**config.mk**
```make
export PLATFORM = sky130hd
export DESIGN_NAME = embs_front
export DESIGN_NICKNAME = d
export VERILOG_FILES = /design/src/rtl/core/embs_pkg.sv /design/src/rtl/core/embs_front.sv
export SDC_FILE = /design/constraint.sdc
export NUM_CORES = 1
export LEC_CHECK = 0
export BUFFER_PORTS_ARGS = -buffer_cell sky130_fd_sc_hd__buf_2
export CELL_PAD_IN_SITES_DETAIL_PLACEMENT = 0
export CELL_PAD_IN_SITES_GLOBAL_PLACEMENT = 1
export CORE_MARGIN = 3
export CORE_UTILIZATION = 49
export DETAILED_ROUTE_END_ITERATION = 7
export PLACE_DENSITY_LB_ADDON = 0.1
export REMOVE_ABC_BUFFERS = 1
export SLEW_MARGIN = 20
export SYNTH_ARGS = -nofsm -noshare
export SYNTH_HDL_FRONTEND = slang
export SYNTH_SLANG_ARGS = --single-unit
```
**constraint.sdc**
```tcl
create_clock -name clk -period 3.6 [get_ports clk]
set_clock_uncertainty 0.15 [all_clocks]
set_input_delay 0.72 -clock clk [delete_from_list [all_inputs] [get_ports clk]]
set_output_delay 0.72 -clock clk [all_outputs]
set_load 0.1 [all_outputs]
```
**src/rtl/core/embs_pkg.sv**
```systemverilog
`default_nettype none
package embs_pkg;
  localparam int FRAME_COLS_DEF = 188;
  localparam int FRAME_ROWS_DEF = 120;
  localparam int LANE_NEAR_OFFSET = 8;
  localparam int QDEPTH = 4;

  localparam logic [3:0] MODE_LOAD = 4'd0;
  localparam logic [3:0] MODE_L_EDGE = 4'd1;
  localparam logic [3:0] MODE_R_EDGE = 4'd2;
  localparam logic [3:0] MODE_UP = 4'd3;
  localparam logic [3:0] MODE_DOWN = 4'd4;
  localparam logic [3:0] MODE_L_NON = 4'd5;
  localparam logic [3:0] MODE_R_NON = 4'd6;
  localparam logic [3:0] MODE_UL_HALF = 4'd7;
  localparam logic [3:0] MODE_UL_DIAG = 4'd8;
  localparam logic [3:0] MODE_UR_HALF = 4'd9;
  localparam logic [3:0] MODE_UR_DIAG = 4'd10;
  localparam logic [3:0] MODE_DL_DIAG = 4'd11;
  localparam logic [3:0] MODE_DR_DIAG = 4'd12;
  localparam logic [3:0] MODE_LANE_L = 4'd13;
  localparam logic [3:0] MODE_LANE_R = 4'd14;

  localparam logic [2:0] REG_LEFT = 3'd0;
  localparam logic [2:0] REG_RIGHT = 3'd1;
  localparam logic [2:0] REG_UP = 3'd2;
  localparam logic [2:0] REG_DOWN = 3'd3;
  localparam logic [2:0] REG_THR = 3'd4;
  localparam logic [2:0] REG_GATE = 3'd5;
  localparam logic [2:0] REG_LANE = 3'd6;

  typedef struct packed {
    logic [3:0] mode;
    logic [6:0] row;
    logic [7:0] col;
    logic [7:0] gray;
    logic       edge_flag;
  } item_t;

  typedef struct packed {
    logic [7:0] left_bound;
    logic [7:0] right_bound;
    logic [6:0] up_bound;
    logic [6:0] down_bound;
    logic [7:0] light_threshold;
    logic       dark_gate_enable;
    logic [5:0] lane_offset;
  } cfg_t;

  typedef enum logic [3:0] {
    ST_IDLE, ST_LANE0, ST_READ, ST_WAIT, ST_P0, ST_P1, ST_P2, ST_P3, ST_EVAL, ST_OUT
  } st_t;
endpackage
`default_nettype wire

```
**src/rtl/core/embs_front.sv**
```systemverilog
`default_nettype none
// Input side: accepts transactions, drops unused modes, and queues the rest.
module embs_front (
  input  wire logic          clk,
  input  wire logic          rst,
  input  wire logic          in_valid,
  output logic               in_ready,
  input  wire embs_pkg::item_t in_item,
  output logic               q_valid,
  input  wire logic          q_ready,
  output embs_pkg::item_t    q_item
);
  localparam int AW = $clog2(embs_pkg::QDEPTH);
  embs_pkg::item_t mem [embs_pkg::QDEPTH];
  logic [AW-1:0] wp, rp;
  logic [AW:0] cnt;
  logic push, pop;

  assign in_ready = (cnt != (AW+1)'(embs_pkg::QDEPTH));
  assign push = in_valid && in_ready && (in_item.mode != 4'd15);
  assign q_valid = (cnt != '0);
  assign pop = q_valid && q_ready;
  assign q_item = mem[rp];

  always_ff @(posedge clk) begin
    if (push) mem[wp] <= in_item;
    if (rst) begin
      wp <= '0;
      rp <= '0;
      cnt <= '0;
    end else begin
      if (push) wp <= wp + 1'b1;
      if (pop) rp <= rp + 1'b1;
      cnt <= cnt + (AW+1)'(push) - (AW+1)'(pop);
    end
  end
endmodule
`default_nettype wire

```
Yosys cells after proc, flatten, opt, wreduce, memory -nomap -nowiden --
Memories as Yosys holds them, arrays and structs flattened. A register that Yosys moved wholly into a read port is not among the register bits. Cells that the tools add are included. Widths: inputs -> output; s select.
Storage, ports and cells: bits in writable memories 112, logic and storage cells 18, output and inout port bits 30, memories kept 1, register bits after elaboration 7
Operators by class: $add $sub $neg 4, equal/unequal tests 2, reduce and logical (&&, ||, !) cells 4, muxes and demuxes 4
Memories:
- mem | depth 4, width 28, rd ports 1, clocked after Yosys merged registers in 1, wr ports 1, RTL line embs_front.sv:14 | embs_pkg::item_t mem [embs_pkg::QDEPTH];
Operators with widths (count):
- $add 2x1->2 const B | 2
- $mux 2 | 2
- $ne 4x4->1 const B | 1
- $add 3x1->3 | 1
- $logic_and 1x1->1 | 3
- $ne 3x3->1 const B | 1
- $reduce_bool 3->1 | 1
- $sub 3x1->3 | 1
- $mux 1 | 2

Logic depth before layout (Yosys ltp) --
Gate-level depths: netlist of the first run.
depth in word-level cells 5, mapped depth 12, mapped depth without buffers 11

Worst setup path after synthesis of the first run --
No wires, ideal clock.
path type reg-to-reg, start register cnt[1], end register cnt[2], setup time 0.078 ns, stages on the path, launching flop included 13, clock period less this slack 3.072 ns, path slack 0.528 ns, path buffers 1, arrival time 2.844 ns, path through dfxtp_1 or3b_1 and3_1 buf_6 inv_1 ha_1 inv_1 ha_1 inv_1 fa_1 xor2_1 and2_1 nor3_1
Between the ends: cells in the longest elaborated chain, start to end 5, elaborated cells between the ends (all ways) 7, those cells by class add/sub (2); eq/ne (1); reduce/logical (4)
RTL lines:
- start, declared | RTL line embs_front.sv:16 | logic [AW:0] cnt;
- start signal, assigned | RTL line embs_front.sv:34 | cnt <= cnt + (AW+1)'(push) - (AW+1)'(pop);
- $ne 3x3->1 | RTL line embs_front.sv:19 | assign in_ready = (cnt != (AW+1)'(embs_pkg::QDEPTH));
- via in_ready | RTL line embs_front.sv:7 | output logic in_ready,
- $logic_and 1x1->1 (2 in a row) | RTL line embs_front.sv:20 | assign push = in_valid && in_ready && (in_item.mode != 4'd15);
- $add 3x1->3 | RTL line embs_front.sv:34
- $sub 3x1->3 | RTL line embs_front.sv:34
The timed path passes the listed nets, and every way through them passes these cells. A chain may end at the register's enable or synchronous reset.

==> metrics.md, run 1 <==
| Metric | Value |
|---|---|
| Total GRT Usage | `15.6%` |
| Final worst slack | `497 ps` |
| Largest cells by area after synthesis | `edfxtp_1, mux4_2, dfxtp_1` |
| Longest Clk Path Bufs | `2` |
| YS warnings | `0` |
| Critical Path Fanout Max | `17` |
| Initial antenna violation count | `0` |
| CTS sink cnt | `121` |
| DR vias | `2081` |
| Core area | `8850 sq um` |
| Ant diodes | `0` |
| Number of global-route vias before repair | `2191` |
| Layout net count | `310` |
| Hold Crit Class | `in2reg` |
| Grt ovf | `0` |
| Slew HR | `47.4%` |
| Die ar. | `10400 sq um` |
| Worst-skew pair later-pin latency | `500 ps` |
| Die Wd | `102 microns` |
| Final Max Tran Viols | `0` |
| Setup CP Type | `reg2out` |
| Setup Buffers After CTS | `0` |
| Slowest cell delay on critical path | `620 ps` |
| Post-synth top cells | `edfxtp_1, mux4_2, dfxtp_1` |
| Routed len/inst | `18.4 microns` |
| Post-route cell area | `5480 sq um` |
| Gate Count Post-Synth | `196` |
| Global-route wire length before repair | `11500 microns` |
| Ys async rst share | `0%` |
| CTS-repair resized insts | `0` |
| Vias per inst | `5.31` |
| Max Cap Violations | `0` |
| CTS tree | `yes` |
| Setup TNS Final | `0 ps` |
| FP Rows | `34` |
| Share of post-route cells with drive strength above 1 | `44.7%` |
| Routed WL | `7210 microns` |
| Pre-CTS setup slack | `757 ps` |
| Status | `complete, no violations` |
| Starting DRT DRC Count | `99` |
| Minimum clock period after layout | `3100 ps` |
| Final Setup Violations | `0` |
| Worst-Margin Slew | `789 ps` |
| Final ANT Viol Nets | `0` |
| Yosys top cell area share | `74.5%` |
| Crit-path cells | `buf_12 -> mux4_2 -> buf_2` |
| Gpl congestion | `0.710` |
| Synth Cell Area | `4520 sq um` |
| Final Hold Fails | `0` |
| Top-count cell post-synth | `edfxtp_1` |
| Sequential fraction of the synthesis area | `78.4%` |
| Largest area contributor in the netlist | `edfxtp_1` |
| Length of the first detailed-routing pass in iterations | `7` |
| H-tree levels | `4` |
| CP startpoint kind | `flip-flop` |
| Post-DP HPWL | `4220 microns` |
| Critical Path AT | `2230 ps` |
| Top FF cell, synth | `edfxtp_1` |
| FMAX | `0.322 GHz` |
| Area after DPL | `4950 sq um` |
| RSZ-0062 raised after global routing | `false` |
| Num CTS Buffers | `17` |
| Clock transition at the registers of the reported paths | `60 ps` |
| Fin Hold WS | `275 ps` |
| Ratio of final minimum period to clock period | `86.2%` |
| Mean area per synthesized cell | `23.0 sq um` |
| Critical Path RT | `2730 ps` |
| Starting Density | `51.0%` |
| Input/output buffers | `61` |
| Largest net degree at the start of global routing | `29` |
| CP max-delay cell | `dfxtp_2` |
| Flops & latches, synth | `121` |
| Clock root buffer master | `clkbuf_8` |
| EDFF count, synth | `112` |
| Boundary Pins | `62` |
| Die Y | `102 microns` |
| Yosys cell types | `26` |
| # hold bufs at CTS | `0` |
| DR DRC count | `0` |
| Worst setup EP type | `output pin` |
| Synth-to-layout area growth | `21.2%` |
## registers in the layout (all words and copies together) (netlist names), named ones only
name / flops
mem: 112
cnt: 3
rp: 2
wp: 2
## logic make-up (layout without fill, tap and decap cells)
| kind of cell | Yosys count | in the layout | share of synthesized area (%) |
|---|---|---|---|
| compound gates | 2 | 2 | 0.416 |
| xor+xnor | 3 | 3 | 0.582 |
| fa+ha+maj | 7 | 7 | 2.11 |
| buf+inv | 13 | 101 | 1.41 |
| flops | 121 | 121 | 78.4 |
| mux | 30 | 30 | 14.5 |
| simple gates | 20 | 20 | 2.52 |
## path summary, 6_finish.rpt
check	start	to	slack (ps)	cells past startpoint
setup / recovery	flip-flop	q_item[11]	500	3
hold / removal	in_item[13]	mem[2][13]	280	1
setup reg to reg	cnt[1]	cnt[2]	1010	11
hold reg to reg	wp[1]	wp[1]	370	2
## stage by stage
stage	instances	utilization, %
floorplan	188	-
global placement	360	55.9
detailed placement	360	55.9
CTS	392	61.9
global route	392	61.9
finish	392	61.9
## critical path, delay by kind of cell (launching register included)
| family | cells | cell delay (ps) |
|---|---|---|
| buffers and inverters | 2 | 570 |
| multiplexers | 1 | 530 |
| flip-flops | 1 | 620 |
## per-layer routing
| layer | GRT usage, % | vias up | part of all wire (%) |
|---|---|---|---|
| met5 | 0 | - | 0 |
| met4 | 6.36 | 0 | 0.83 |
| met3 | 5.94 | 5 | 6.9 |
| met2 | 24.9 | 70 | 50 |
| met1 | 19.4 | 1043 | 42 |
| li1 | - | 963 | - |
## layout by cell type (no fill, tap or decap)
cell type     n
bufinv_16     1
mux2i_1       1
clkinv_2      3
clkinvlp_4    3
buf_12        1
or3_2         1
mux4_2       28
clkinv_4      3
ha_1          6
mux2_4        1
clkbuf_16    16
inv_1         5
clkbuf_8      1
dfxtp_1       8
nor2b_1       1
nor3_1        1
clkinv_1      4
nand4_1       1
xor2_1        2
and3_1        1
or3b_1        1
buf_4         2
nand2b_1      2
xnor2_1       1
o31a_2        1
nor2_1        7
fa_1          1
dfxtp_2       1
o311ai_0      1
and2_2        4
edfxtp_1    112
clkbuf_1      1
buf_2        61
and2_1        1
## cell type report
class | instances | area [sq um]
clock buffers | 18 | 418
clock inverters | 14 | 109
fillers | 664 | 3370
inverters | 5 | 18.8
multi-input cells | 62 | 911
flip-flops and latches | 121 | 3540
well taps | 108 | 135
repair buffers | 64 | 340
Power of run 1 is left out: the tool's default activity adds up to more than one toggle a clock period on the data nets, which glitch-free logic cannot reach.
==> run 2: changes to the inputs <==
- ABC_AREA: default -> 1
- CORE_UTILIZATION: 49 -> 46
==> run 2 against run 1 <==
Effect of this change: register-to-register slack improved by 120 ps; worst setup slack got worse by 100 ps; cell area increased by 3.4%; critical endpoint is now q_item[25]; maximum frequency decreased by 3.2%.
==> metrics.md, run 2 <==
| Metric | Value |
|---|---|
| Length of the first detailed-routing pass in iterations | `4 (-3)` |
| DR vias | `2824 (+36%)` |
| Boundary Pins | `62 (unchanged)` |
| Registers with the most flip-flops | `mem x112, cnt x3` |
| Clock root buffer master | `clkbuf_8` |
| Top FF cell, synth | `edfxtp_1` |
| Fill cell count | `867 (+31%)` |
| Yosys top cell area share | `72.2% (-2.2 points)` |
| Most common cell after layout, fill and taps aside | `edfxtp_1` |
| Top-count cell post-synth | `edfxtp_1` |
| H-tree levels | `4 (unchanged)` |
| Worst setup EP type | `output pin` |
| Global-route wire length before repair | `13800 microns (+20%)` |
| Multiplexer share of the synthesized area | `0% (-15 points)` |
| Routed WL | `8760 microns (+21%)` |
| Layout net count | `455 (+47%)` |
| Starting Density | `47.4% (-3.6 points)` |
| Compound-Gate Fraction of Synth Area | `10.2% (+9.8 points)` |
| Post-Synth XOR/XNOR Area | `0% (-0.58 points)` |
| Synth-to-layout area growth | `21.6%` |
| Sequential fraction of the synthesis area | `76.1% (-2.4 points)` |
| Setup CP Type | `reg2out` |
| FF-to-FF path depth | `12 (+1)` |
| Vias per inst | `5.02 (-5.3%)` |
| Gpl congestion | `0.737 (+3.8%)` |
| Setup TNS Final | `0 ps (unchanged)` |
| Number of global-route vias before repair | `2740 (+25%)` |
| FMAX | `0.312 GHz (-3.2%)` |
| Starting DRT DRC Count | `99 (unchanged)` |
| Gate Count Post-Synth | `345 (+76%)` |
| Grt ovf | `0 (unchanged)` |
| Final Setup Violations | `0 (unchanged)` |
| Max Cap Violations | `0 (unchanged)` |
| Final ANT Viol Nets | `0 (unchanged)` |
| Largest cells by area after synthesis | `edfxtp_1, nor2_1, o21ai_0` |
| CP startpoint kind | `flip-flop` |
| Max FFs per register | `112 (unchanged)` |
| Simple-gate portion of the synthesized area | `7.47% (+4.9 points)` |
| EDFF count, synth | `112 (unchanged)` |
| Minimum clock period after layout | `3210 ps (+103 ps)` |
| Input/output buffers | `61 (unchanged)` |
| Pwr dens | `944 nW/um^2` |
| Worst-skew pair later-pin latency | `510 ps (about the same)` |
| Die ar. | `11400 sq um (+9.2%)` |
| Post-Synth Adder-Cell Area | `2.04% (-0.063 points)` |
| Worst-Margin Slew | `510 ps (-279 ps)` |
| Most frequent cells in the layout | `edfxtp_1, nor2_1, buf_2` |
| Max IR drop VDD | `0.473 mV` |
| Setup Buffers After CTS | `0 (unchanged)` |
| Flops & latches, synth | `121 (unchanged)` |
| Post-DP HPWL | `5170 microns (+23%)` |
| Slew HR | `65.9% (+19 points)` |
| Reg with most FFs | `mem` |
| Total GRT Usage | `16.3% (+0.72 points)` |
| Status | `complete, no violations` |
| YS warnings | `0 (unchanged)` |
| Share of post-route cells with drive strength above 1 | `23.5% (-21 points)` |
| Die Wd | `107 microns (+4.5%)` |
| Critical Path Fanout Max | `32 (+15)` |
| Ratio of final minimum period to clock period | `89.1% (+2.9 points)` |
| CTS sink cnt | `121 (unchanged)` |
| RSZ-0062 raised after global routing | `false` |
| DR DRC count | `0 (unchanged)` |
| Initial antenna violation count | `1 (+1)` |
| Placed cells | `530 (+47%)` |
| Core area | `9820 sq um (+11%)` |
| Synth Cell Area | `4660 sq um (+3.1%)` |
| Num CTS Buffers | `17 (unchanged)` |
| Final Max Tran Viols | `0 (unchanged)` |
| Yosys cell types | `19 (-27%)` |
| Critical Path AT | `2340 ps (+110 ps)` |
| Static Leakage | `2.08 nW` |
| CTS-repair resized insts | `0 (unchanged)` |
| Clock transition at the registers of the reported paths | `50 ps (about the same)` |
| Hold Path Depth | `2 (+1)` |
| Die Y | `107 microns (+4.5%)` |
| Longest Clk Path Bufs | `2 (unchanged)` |
| Largest family of logic cells by synthesized area | `compound AO/OA/AOI/OAI gates` |
| Register area | `3540 sq um (unchanged)` |
| FP Rows | `36 (+5.9%)` |
| Hold Crit Class | `in2reg` |
| Ys async rst share | `0% (unchanged)` |
| Routed len/inst | `15.6 microns (-15%)` |
| # hold bufs at CTS | `0 (unchanged)` |
| Multi-input logic area | `948 sq um (+4.1%)` |
| Critical Path RT | `2730 ps (about the same)` |
| Largest net degree at the start of global routing | `33 (+14%)` |
| Largest area contributor in the netlist | `edfxtp_1` |
| CTS tree | `yes` |
| Final Hold Fails | `0 (unchanged)` |
| Final std cells w/o fill | `562 (+43%)` |
| Mean area per synthesized cell | `13.5 sq um (-41%)` |
| Fin Hold WS | `269 ps (-6.23 ps)` |
| Post-synth top cells | `edfxtp_1, nor2_1, o21ai_0` |
| Ant diodes | `0 (unchanged)` |
[run 2: cell type report]
type	instances	share of cell area, %
clock buffer	23	7.89
tap	133	2.94
timing repair buffer	69	6.67
inverter	21	1.39
sequential	121	62.6
multi-input combinational	186	16.7
clock inverter	9	1.79
[run 2: worst paths after layout]
path | start | to | slack, ps
setup / recovery | flip-flop | q_item[25] | 390
setup reg to reg | cnt[1] | cnt[2] | 1130
hold reg to reg | rp[1] | flip-flop | 350
hold / removal | rst | cnt[1] | 270
[run 2: power breakdown]
group	internal [mW]	switching, mW
clock	0.994	0.538
sequential	1.71	0.0683
combinational	0.317	1.72
[run 2: worst max-delay path, stage by stage (launching register included)]
cell and delay [ps]:
dfxtp_2 600, buf_4 400, o21ai_0 150, o22ai_1 210, buf_2 460
[run 2: per-layer routing]
layer	global-route usage, %	vias up	share of wire, %
met2	26.5	73	50
met3	6.62	8	5.4
met5	0	-	0.15
met4	4.84	2	0.58
li1	-	1395	-
met1	20.2	1346	44
[run 2: per-stage QoR]
stage | cell area, sq um | utilization (%) | power [mW] | worst slack (ps)
6_report | 5660 | 57.7 | 5.35 | 393
3_5_place_dp | 5120 | 52.1 | 3.86 | 814
2_1_floorplan | 4540 | - | 3.45 | -238
4_1_cts | 5660 | 57.7 | 5.40 | 326
3_3_place_gp | 5120 | 52.1 | 3.85 | 837
5_1_grt | 5660 | 57.7 | 5.58 | 189
[run 2: cells by family (layout without fill, tap and decap cells)]
group	count (synthesis)	in the layout
AO/OA/AOI/OAI	88	88
buffers and inverters	38	122
adder cells (fa/ha/maj)	7	7
flip-flops	121	121
AND/OR/NAND/NOR	91	91
(Power assumes the default switching activity.)
==> run 3: changes to the inputs <==
- REMOVE_ABC_BUFFERS: 1 -> default
==> run 3 against run 2 <==
Effect of this change: maximum frequency down 1.6%; combinational power about the same; worst setup slack worse by 53 ps; global-route usage up 0.75 points; non-clock buffer count down 1; utilization about the same; clock-buffer cell count down 3; final cell count down 0.18%.
==> metrics.md, run 3 (synthesis gave the netlist of run 2 again) <==
| Metric | Value |
|---|---|
| Critical Path AT | `2390 ps (+50 ps)` |
| Ant diodes | `0 (unchanged)` |
| Met3 WL | `414 microns (-12%)` |
| Largest net degree at the start of global routing | `39 (+18%)` |
| FP Rows | `36 (unchanged)` |
| Length of the first detailed-routing pass in iterations | `4 (unchanged)` |
| Input/output buffers | `61 (unchanged)` |
| Static Leakage | `2.08 nW (+0.31%)` |
| Number of global-route vias before repair | `2823 (+3.0%)` |
| Global-route wire length before repair | `14400 microns (+4.3%)` |
| Delay-heaviest family, CP | `buffers and inverters` |
| Die ar. | `11400 sq um (unchanged)` |
| DR vias | `2819 (-0.18%)` |
| Clock power frac | `29.1% (+0.4 points)` |
| Routed WL | `8990 microns (+2.7%)` |
| Post-route cell area | `5670 sq um (about the same)` |
| Final Max Tran Viols | `0 (unchanged)` |
| H-tree levels | `4 (unchanged)` |
| Initial antenna violation count | `0 (-1)` |
| Switch Pwr | `2.33 mW (+0.46%)` |
| Pwr Total | `5.40 mW (+0.93%)` |
| Total GRT Usage | `17.1% (+0.75 points)` |
| Slowest cell delay on critical path | `460 ps (-140 ps)` |
| Die Y | `107 microns (unchanged)` |
| Starting Density | `47.4% (unchanged)` |
| Routed len/inst | `16.0 microns (+2.9%)` |
| FMAX | `0.307 GHz (-1.6%)` |
| Logic pwr share | `37.9% (-0.2 points)` |
| Critical Path Fanout Max | `29 (-9.4%)` |
| Longest Clk Path Bufs | `2 (unchanged)` |
| Post-DP HPWL | `5250 microns (+1.4%)` |
| Gpl congestion | `0.719 (-2.5%)` |
| RSZ-0062 raised after global routing | `false` |
| Core area | `9820 sq um (unchanged)` |
| Setup TNS Final | `0 ps (unchanged)` |
| Syn_nets | `384` |
| Area after DPL | `5110 sq um (-0.15%)` |
| DR DRC count | `0 (unchanged)` |
| Max Cap Violations | `0 (unchanged)` |
| Max IR drop VDD | `0.522 mV (+10%)` |
| Grt ovf | `0 (unchanged)` |
| Crit-path cells | `inv_2 -> buf_12 -> o21ai_0 -> o22ai_1 -> buf_2` |
| Fill cell count | `847 (-2.3%)` |
| CP startpoint kind | `flip-flop` |
| DRT met1 WL | `4200 microns (+9.0%)` |
| # hold bufs at CTS | `0 (unchanged)` |
| Clock transition at the registers of the reported paths | `60 ps (about the same)` |
| CTS tree | `yes` |
| Slew HR | `41.5% (-24 points)` |
| CP max-delay cell | `buf_2` |
| Highest Signal Layer | `met4` |
| Status | `complete, no violations` |
| CTS sink cnt | `121 (unchanged)` |
| Final Setup Violations | `0 (unchanged)` |
| Setup CP Type | `reg2out` |
| Most common cell after layout, fill and taps aside | `edfxtp_1` |
| Routed wl met2 | `4260 microns (-2.5%)` |
| Final worst slack | `340 ps (-53.3 ps)` |
| Internal power component | `3.06 mW (+1.3%)` |
| Pwr dens | `952 nW/um^2 (+0.91%)` |
| Max FFs per register | `112 (unchanged)` |
| Worst-Margin Slew | `872 ps (+362 ps)` |
| Seq pwr share | `32.9% (-0.4 points)` |
| Ratio of final minimum period to clock period | `90.6% (+1.5 points)` |
| Num CTS Buffers | `17 (unchanged)` |
| Final ANT Viol Nets | `0 (unchanged)` |
| Critical Path RT | `2730 ps (about the same)` |
| Setup Buffers After CTS | `0 (unchanged)` |
| Reg with most FFs | `mem` |
| Vias per inst | `5.02 (about the same)` |
| Worst-skew pair later-pin latency | `500 ps (about the same)` |
| Starting DRT DRC Count | `151 (+53%)` |
| Share of post-route cells with drive strength above 1 | `22.9% (-0.65 points)` |
| CTS-repair resized insts | `0 (unchanged)` |
| Sw Share | `43.3% (-0.21 points)` |
| Layout net count | `454 (-0.22%)` |
| Minimum clock period after layout | `3260 ps (+53.3 ps)` |
| Pre-CTS setup slack | `754 ps (-60.8 ps)` |
| Register area | `3540 sq um (unchanged)` |
| Synth-to-layout area growth | `21.7% (about the same)` |
| Die Wd | `107 microns (unchanged)` |
| Final Hold Fails | `0 (unchanged)` |
| Clock root buffer master | `clkbuf_8` |
| Hold Crit Class | `in2reg` |
| Most frequent cells in the layout | `edfxtp_1, nor2_1, buf_2` |
| Boundary Pins | `62 (unchanged)` |
| WP buf/inv | `3 (+1)` |
| Registers with the most flip-flops | `mem x112, cnt x3` |
| Multi-input logic area | `948 sq um (unchanged)` |
| Worst setup EP type | `output pin` |
## run 3: cell type report
class / count / share of cell area (%)
Multi-Input combinational cell: 186 / 16.7
Inverter: 21 / 1.39
Timing Repair Buffer: 68 / 6.54
Clock inverter: 12 / 2.32
Sequential cell: 121 / 62.6
Tap cell: 133 / 2.94
Clock buffer: 20 / 7.51
## run 3: worst paths after layout
kind | start | to | slack [ps] | depth (start not counted)
max | flip-flop | q_item[10] | 340 | 5
min | rst | cnt[1] | 270 | 2
max reg2reg | cnt[1] | cnt[2] | 1090 | 12
min reg2reg | rp[1] | rp[1] | 360 | 2
## run 3: power by group through the flow
stage          registers [mW]  clock network, mW  logic (mW)
6_report                 1.78               1.57        2.05
5_1_grt                  1.79               1.68        2.16
4_1_cts                  1.78               1.61        2.07
3_5_place_dp             1.81                  0        2.07
3_3_place_gp             1.80                  0        2.05
2_1_floorplan            1.78                  0        1.74
## run 3: per-layer routing
layer	global-route usage, %	up-vias
met1	21.6	1359
li1	-	1393
met2	27.1	55
met3	5.78	12
met4	7.03	0
met5	0	-
## run 3: metrics by stage
step,std cells,hold slack [ps],util (%)
2_1_floorplan,345,309,-
3_3_place_gp,529,336,52.0
3_5_place_dp,529,352,52.0
4_1_cts,561,244,57.7
5_1_grt,561,260,57.7
6_report,561,266,57.7
